### src/sv/wsw_pkg.sv
// Shared types and constants of the windowed service watchdog.
package wsw_pkg;

	// Fixed field widths
	localparam int unsigned NOW_WIDTH     = 32;
	localparam int unsigned TIMEOUT_WIDTH = 24;
	localparam int unsigned OP_WIDTH      = 3;
	localparam int unsigned BYTE_WIDTH    = 8;
	localparam int unsigned CFG_IDX_WIDTH = 2;
	localparam int unsigned CFG_DATA_WIDTH = TIMEOUT_WIDTH;

	// Command characters carried in written bytes
	localparam logic [BYTE_WIDTH-1:0] CHAR_DISABLE = 8'h56; // 'V'
	localparam logic [BYTE_WIDTH-1:0] CHAR_LONG    = 8'h54; // 'T'

	// Register defaults after reset
	localparam logic [TIMEOUT_WIDTH-1:0] SHORT_TIMEOUT_RESET = 24'd6000;
	localparam logic [TIMEOUT_WIDTH-1:0] LONG_TIMEOUT_RESET  = 24'd30000;

	typedef enum logic [OP_WIDTH-1:0] {
		OP_CHECK     = 3'd0,
		OP_OPEN      = 3'd1,
		OP_WRITE     = 3'd2,
		OP_KEEPALIVE = 3'd3,
		OP_RELEASE   = 3'd4
	} op_t;

	typedef enum logic [CFG_IDX_WIDTH-1:0] {
		CFG_KERNEL_ONLY   = 2'd0,
		CFG_SHORT_TIMEOUT = 2'd1,
		CFG_LONG_TIMEOUT  = 2'd2
	} cfg_idx_t;

	typedef struct packed {
		logic                     kernel_only;
		logic [TIMEOUT_WIDTH-1:0] short_timeout_ticks;
		logic [TIMEOUT_WIDTH-1:0] long_timeout_ticks;
	} cfg_t;

	typedef struct packed {
		logic kick;
		logic expired;
		logic status;
	} result_t;

endpackage

### src/sv/windowed_service_watchdog_unit.sv
// Top level of the windowed service watchdog: handshake stages and registers.
//
//  channel  | direction | handshake                 | beat carries
//  ---------+-----------+---------------------------+----------------------------------
//  item     | in        | item_valid / item_stall   | op, now, data_byte, last_byte
//  result   | out       | result_valid / result_stall | kick, expired, status
//  cfg      | in        | cfg_valid / cfg_ready     | cfg_index, cfg_data
//
// One item per cycle while the result channel does not stall; an item passes the
// input stage, then the result register. The state update and the window compare sit between them.
// Reset clears the watchdog state and loads the register defaults.
// A stalled result holds; the input stage then holds its beat and stalls the
// item channel. cfg_ready is always high.
module windowed_service_watchdog_unit
	import wsw_pkg::*;
#(
	parameter int unsigned TIME_WIDTH = 32
) (
	input  logic                      clk,
	input  logic                      arst_n,
	input  logic                      item_valid,
	output logic                      item_stall,
	input  logic [OP_WIDTH-1:0]       op,
	input  logic [NOW_WIDTH-1:0]      now,
	input  logic [BYTE_WIDTH-1:0]     data_byte,
	input  logic                      last_byte,
	output logic                      result_valid,
	input  logic                      result_stall,
	output logic                      kick,
	output logic                      expired,
	output logic                      status,
	input  logic                      cfg_valid,
	output logic                      cfg_ready,
	input  logic [CFG_IDX_WIDTH-1:0]  cfg_index,
	input  logic [CFG_DATA_WIDTH-1:0] cfg_data
);

	cfg_t                  cfg_q;
	logic                  valid_s1;
	logic [OP_WIDTH-1:0]   op_s1;
	logic [NOW_WIDTH-1:0]  now_s1;
	logic [BYTE_WIDTH-1:0] byte_s1;
	logic                  last_s1;
	logic                  advance;
	logic                  result_valid_q;
	result_t               res_d;
	result_t               res_q;

	assign cfg_ready = 1'b1;

	// Write configuration registers
	always_ff @(posedge clk or negedge arst_n) begin
		if (!arst_n) begin
			cfg_q.kernel_only         <= 1'b0;
			cfg_q.short_timeout_ticks <= SHORT_TIMEOUT_RESET;
			cfg_q.long_timeout_ticks  <= LONG_TIMEOUT_RESET;
		end else if (cfg_valid && cfg_ready) begin
			unique case (cfg_idx_t'(cfg_index))
				CFG_KERNEL_ONLY:   cfg_q.kernel_only         <= cfg_data[0];
				CFG_SHORT_TIMEOUT: cfg_q.short_timeout_ticks <= cfg_data;
				CFG_LONG_TIMEOUT:  cfg_q.long_timeout_ticks  <= cfg_data;
				default: begin
				end
			endcase
		end
	end

	// Advance the input stage when the result register is free or draining
	assign advance    = valid_s1 && (!result_valid_q || !result_stall);
	assign item_stall = valid_s1 && !advance;

	always_ff @(posedge clk or negedge arst_n) begin
		if (!arst_n) begin
			valid_s1 <= 1'b0;
		end else if (!item_stall) begin
			valid_s1 <= item_valid;
		end
	end

	// Capture the input beat
	always_ff @(posedge clk) begin
		if (item_valid && !item_stall) begin
			op_s1   <= op;
			now_s1  <= now;
			byte_s1 <= data_byte;
			last_s1 <= last_byte;
		end
	end

	wsw_core #(
		.TIME_WIDTH(TIME_WIDTH)
	) u_core (
		.clk      (clk),
		.arst_n   (arst_n),
		.step     (advance),
		.cfg      (cfg_q),
		.op       (op_s1),
		.now      (now_s1),
		.data_byte(byte_s1),
		.last_byte(last_s1),
		.res      (res_d)
	);

	// Hold the result until it is taken
	always_ff @(posedge clk or negedge arst_n) begin
		if (!arst_n) begin
			result_valid_q <= 1'b0;
		end else if (advance) begin
			result_valid_q <= 1'b1;
		end else if (!result_stall) begin
			result_valid_q <= 1'b0;
		end
	end

	always_ff @(posedge clk) begin
		if (advance) begin
			res_q <= res_d;
		end
	end

	assign result_valid = result_valid_q;
	assign kick         = res_q.kick;
	assign expired      = res_q.expired;
	assign status       = res_q.status;

endmodule

### src/sv/wsw_core.sv
// Watchdog state registers and the per-item evaluation of one operation.
module wsw_core
	import wsw_pkg::*;
#(
	parameter int unsigned TIME_WIDTH = 32
) (
	input  logic                  clk,
	input  logic                  arst_n,
	input  logic                  step,
	input  cfg_t                  cfg,
	input  logic [OP_WIDTH-1:0]   op,
	input  logic [NOW_WIDTH-1:0]  now,
	input  logic [BYTE_WIDTH-1:0] data_byte,
	input  logic                  last_byte,
	output result_t               res
);

	logic [TIME_WIDTH-1:0] window_start_q, window_start_d;
	logic [TIME_WIDTH-1:0] window_end_q, window_end_d;
	logic                  service_required_q, service_required_d;
	logic                  long_mode_q, long_mode_d;
	logic                  warned_q, warned_d;
	logic                  held_open_q, held_open_d;

	logic [TIME_WIDTH+NOW_WIDTH-1:0]     now_ext;
	logic [TIME_WIDTH+TIMEOUT_WIDTH-1:0] len_ext;
	logic [TIME_WIDTH-1:0]               t;
	logic [TIME_WIDTH-1:0]               len;
	logic                                alive;
	logic                                restart;

	// Take the tick count modulo the time width
	assign now_ext = {{TIME_WIDTH{1'b0}}, now};
	assign t       = now_ext[TIME_WIDTH-1:0];

	// Wrap-aware window test
	always_comb begin
		if (window_end_q < window_start_q) begin
			alive = (t < window_end_q) || (t >= window_start_q);
		end else begin
			alive = (t >= window_start_q) && (t < window_end_q);
		end
	end

	// Decode the operation, then restart the window with the updated mode
	always_comb begin
		service_required_d = service_required_q;
		long_mode_d        = long_mode_q;
		warned_d           = warned_q;
		held_open_d        = held_open_q;
		window_start_d     = window_start_q;
		window_end_d       = window_end_q;
		restart            = 1'b0;
		res                = '0;

		unique case (op_t'(op))
			OP_CHECK: begin
				if (cfg.kernel_only || !service_required_q || alive) begin
					res.kick = 1'b1;
				end else if (!warned_q) begin
					warned_d    = 1'b1;
					res.expired = 1'b1;
				end
			end
			OP_OPEN: begin
				if (held_open_q) begin
					res.status = 1'b1;
				end else begin
					held_open_d        = 1'b1;
					service_required_d = 1'b1;
					long_mode_d        = 1'b0;
					restart            = 1'b1;
				end
			end
			OP_WRITE: begin
				if (data_byte == CHAR_DISABLE) begin
					service_required_d = 1'b0;
				end else if (data_byte == CHAR_LONG) begin
					long_mode_d = 1'b1;
				end
				restart = last_byte;
			end
			OP_KEEPALIVE: begin
				restart = 1'b1;
			end
			OP_RELEASE: begin
				held_open_d = 1'b0;
			end
			default: begin
			end
		endcase

		len_ext = {{TIME_WIDTH{1'b0}},
			long_mode_d ? cfg.long_timeout_ticks : cfg.short_timeout_ticks};
		len     = len_ext[TIME_WIDTH-1:0];
		if (restart) begin
			window_start_d = t;
			window_end_d   = t + len;
			warned_d       = 1'b0;
		end
	end

	// Commit state when an item leaves the input stage
	always_ff @(posedge clk or negedge arst_n) begin
		if (!arst_n) begin
			window_start_q     <= '0;
			window_end_q       <= '0;
			service_required_q <= 1'b0;
			long_mode_q        <= 1'b0;
			warned_q           <= 1'b0;
			held_open_q        <= 1'b0;
		end else if (step) begin
			window_start_q     <= window_start_d;
			window_end_q       <= window_end_d;
			service_required_q <= service_required_d;
			long_mode_q        <= long_mode_d;
			warned_q           <= warned_d;
			held_open_q        <= held_open_d;
		end
	end

endmodule

### config.mk
export PLATFORM = sky130hd
export DESIGN_NAME = windowed_service_watchdog_unit
export DESIGN_NICKNAME = d
export VERILOG_FILES = /design/src/sv/wsw_pkg.sv /design/src/sv/windowed_service_watchdog_unit.sv /design/src/sv/wsw_core.sv
export SDC_FILE = /design/constraint.sdc
export NUM_CORES = 1
export LEC_CHECK = 0
export ABC_AREA = 1
export BUFFER_PORTS_ARGS = -buffer_cell sky130_fd_sc_hd__clkbuf_2
export CAP_MARGIN = 10
export CORE_MARGIN = 2
export CORE_UTILIZATION = 61
export CTS_CLUSTER_DIAMETER = 150
export DETAILED_ROUTE_END_ITERATION = 6
export GPL_TIMING_DRIVEN = 1
export PLACE_DENSITY = 0.82
export SYNTH_ARGS = -nofsm -noshare
export SYNTH_HDL_FRONTEND = slang
export SYNTH_HIERARCHICAL = 1
export SYNTH_SLANG_ARGS = --single-unit
### constraint.sdc
create_clock -name clk -period 3.6 [get_ports clk]
set_input_delay 0.18 -clock clk [delete_from_list [all_inputs] [get_ports clk]]
set_output_delay 0.18 -clock clk [all_outputs]
set_load 0.005 [all_outputs]
==> results_dict.tcl <==
set metrics [dict create \
    die_area_sq_mm 0.0181 \
    routed_via_density 5.70 \
    outcome "finished, final reports clean" \
    antennaDiodeCount 0 \
    fin_nets 1522 \
    place_inst 1456 \
    yosysWarnings 6 \
    period_needed_ns 3.48 \
    place.gp.congestion 0.978 \
    cts_made_buffers 17 \
    grt_max_degree 89 \
    htree_levels 4 \
    clkLatencyLatePin_ns 0.44 \
    synth_top_area_share 0.253 \
    crit_required_ns 3.87 \
    leakage_nw 5.98 \
    synth_cell_type_count 50 \
    yosysMostFrequentCell "nand2_1" \
    cp-start-kind "flip-flop" \
    ys_top_cells_by_count "nand2_1, inv_1, ha_1, dfrtp_1" \
    io-pin-count 81 \
    peakVddDrop_v 0.000387 \
    cap_violations 0 \
    cp_slowest_stage_delay_ns 0.33 \
    syn_nets 1381 \
    dpl.hpwl_um 17100 \
    crit_path_end_kind "flip-flop" \
    whs_ns 0.0100 \
    grtUsageTotal 0.297 \
    io_buffers 79 \
    grt_pass1_wl_um 42200 \
    wl_um 26200 \
    synth.area.top_cells "dfrtp_1, ha_1, edfxtp_1" \
    fillers 1121 \
    path_cells "nand2_1 > nor3_2 > nand3_2 > o41ai_4 > buf_4 > buf_12 > mux2_4 > ha_4 > nand2_1 > o21ai_2 > a21oi_2 > buf_4 > o21bai_4 > nand2_1 > nand2_1 > nand3_1 > nand2_1 > xnor2_1 > o21ai_0" \
    crit_top_cell "nand2_1" \
    finalNonFillerCells 1561 \
    cts_tree "built" \
    worstMarginPinSlew_ns 1.05 \
    synth_edf_count 47 \
    antenna_found_initial 0 \
    finalSetupViolations 0 \
    drtIter0Drc 744 \
    clock_skew_ns 0.0119 \
    ys_ff_latch 166 \
    power-per-cell-area_mw_per_mm2 565 \
    syn2layout_area_growth_pct 19.9 \
    yosys.area.top_type "dfrtp_1" \
    sw_frac_of_total 0.375 \
    p_comb_frac 0.366 \
    start_util 0.626 \
    core_sq_mm 0.0166 \
    synth_xor_area_frac 0.0118 \
    relSlewSlack 0.301 \
    ys_seq_area_frac 0.425 \
    clkPwrFrac 0.259 \
    synth_fa_ha_area_frac 0.144 \
    drc 0 \
    yosys.area_share.simple 0.206 \
    first_pass_iters 6 \
    clockBufferDepth 2 \
    synth_area_per_cell_sq_um 8.74 \
    ys.flop_type "dfrtp_1" \
    grt_setup_unrepaired "true" \
    postRouteAntennaNets 0 \
    post-route-period-util 0.967 \
    die_w_um 134 \
    drv_slew 0 \
    crit_fanout 13 \
    grt_pass1_vias 8724 \
    netlist_instances 1187 \
    vias 8890 \
    die_y_um 134 \
    drive_gt1_frac 0.171 \
    syn_area_sq_mm 0.0104 \
    cts.sinks 166 \
    hold_viol_final 0 \
    intPower_w 0.00439 \
    root_buffer "clkbuf_16" \
    fmax_ghz 0.287 \
    synth_compound_area_frac 0.108 \
    async_reset_ff_frac 0.717 \
    crit_slowest_cell "edfxtp_1" \
    power_frac_seq 0.375 \
    synth_top_family_by_area "simple AND/OR/NAND/NOR gates" \
    hold_class "input port to flip-flop" \
    grt-ovfl-total 0 \
    std_cell_rows 47 \
    arrival_ns 3.75 \
    critPathKind "flip-flop to flip-flop" \
    setup_tns_ns 0 \
    power.switching_w 0.00264 \
    routedWlPerCell_um 16.8 \
    synth.mux.area_fraction 0.0322 \
    clk_pin_slew_ns 0.07 \
]
## cell type report
class | instances | area, sq um | share of cell area
clock buffers | 17 | 425 | 0.0342
multi-input cells | 845 | 5440 | 0.437
well taps | 220 | 275 | 0.0221
repair buffers | 158 | 1200 | 0.0961
flip-flops and latches | 166 | 4410 | 0.354
clock inverters | 15 | 164 | 0.0132
inverters | 140 | 536 | 0.0430
## per-stage QoR
stage | instance area, sq um | setup WS, ns | utilization | power, W
4_1_cts | 12100 | 0.0141 | 0.732 | 0.00687
2_1_floorplan | 10400 | 0.302 | - | 0.00430
3_5_place_dp | 10900 | 0.107 | 0.657 | 0.00497
6_report | 12400 | 0.120 | 0.750 | 0.00703
5_1_grt | 12400 | -0.0601 | 0.750 | 0.00749
3_3_place_gp | 10900 | 0.213 | 0.657 | 0.00483
## worst max-delay path: cells and delay by family (launching register included)
kind | cells | cell delay (ns)
AO/OA/AOI/OAI | 5 | 0.85
flip-flops | 1 | 0.33
multiplexers | 1 | 0.33
buffers and inverters | 3 | 0.50
XOR/XNOR | 1 | 0.14
AND/OR/NAND/NOR | 8 | 0.85
adder cells (fa/ha/maj) | 1 | 0.30
## power groups by stage
stage	clock network [W]	registers (W)	logic, W
2_1_floorplan	0	0.00255	0.00175
3_3_place_gp	0	0.00264	0.00219
3_5_place_dp	0	0.00265	0.00232
4_1_cts	0.00183	0.00262	0.00242
5_1_grt	0.00191	0.00267	0.00291
6_report	0.00182	0.00264	0.00257
## cell families after synthesis
kind of cell,count (synthesis)
flip-flops,166
AO/OA/AOI/OAI,199
XOR/XNOR,14
multiplexers,24
adder cells (fa/ha/maj),119
other,1
AND/OR/NAND/NOR,488
buffers and inverters,176
## path summary, 6_finish.rpt
kind / start / endpoint / slack, ns / cells past startpoint
min reg2reg: cfg_q[4]$_DFFE_PN1P_ / cfg_q[4]$_DFFE_PN1P_ / 0.47 / 2
max in group asynchronous: arst_n / cfg_q[29]$_DFFE_PN1P_ / 2.42 / 3
min: cfg_data[19] / cfg_q[43]$_DFFE_PN0P_ / 0.01 / 3
min in group asynchronous: arst_n / cfg_q[7]$_DFFE_PN0P_ / 0.37 / 2
max reg2reg: byte_s1[6]$_DFFE_PP_ / u_core/window_end_q[19]$_DFFE_PN0P_ / 0.12 / 19
max: byte_s1[6]$_DFFE_PP_ / u_core/window_end_q[19]$_DFFE_PN0P_ / 0.12 / 19
## what timing repair did
action                                 CTS  global route
endpoints found under the hold margin  130             0
hold buffers                            65             0
gates resized for setup                  0            47
buffers inserted                         0             7
setup endpoints to repair                0            20
## per-layer routing
metal  up-vias  part of all wire  GRT usage
met5         -                 0          0
met4         0             0.016     0.0936
met3        41             0.064     0.0559
met2       343              0.49      0.504
li1       4312                 -          -
met1      4194              0.43      0.387
## sequential cells by signal (all words and copies together) (netlist names), 3 cells and up
signal,flops
cfg_q,49
byte_s1,8
u_core/window_start_q,32
u_core/window_end_q,32
op_s1,3
now_s1,32
## cells in the final DEF, fill, tap and decap left out, types with 6 or more instances in the layout
cell,count
nand4_1,60
nand2_1,288
o21ai_0,75
a21oi_2,8
edfxtp_1,47
inv_2,6
dfrtp_1,105
clkbuf_16,18
nor3_2,6
nor2_1,72
o21ai_2,6
nand2_2,12
a21oi_1,71
mux2_4,17
nand3_1,27
ha_4,9
xor2_1,10
buf_4,12
mux2_2,7
ha_1,107
dlygate4sd3_1,65
dfstp_2,14
inv_1,132
clkbuf_2,78
Note: power is estimated with default switching activity, not from simulation.
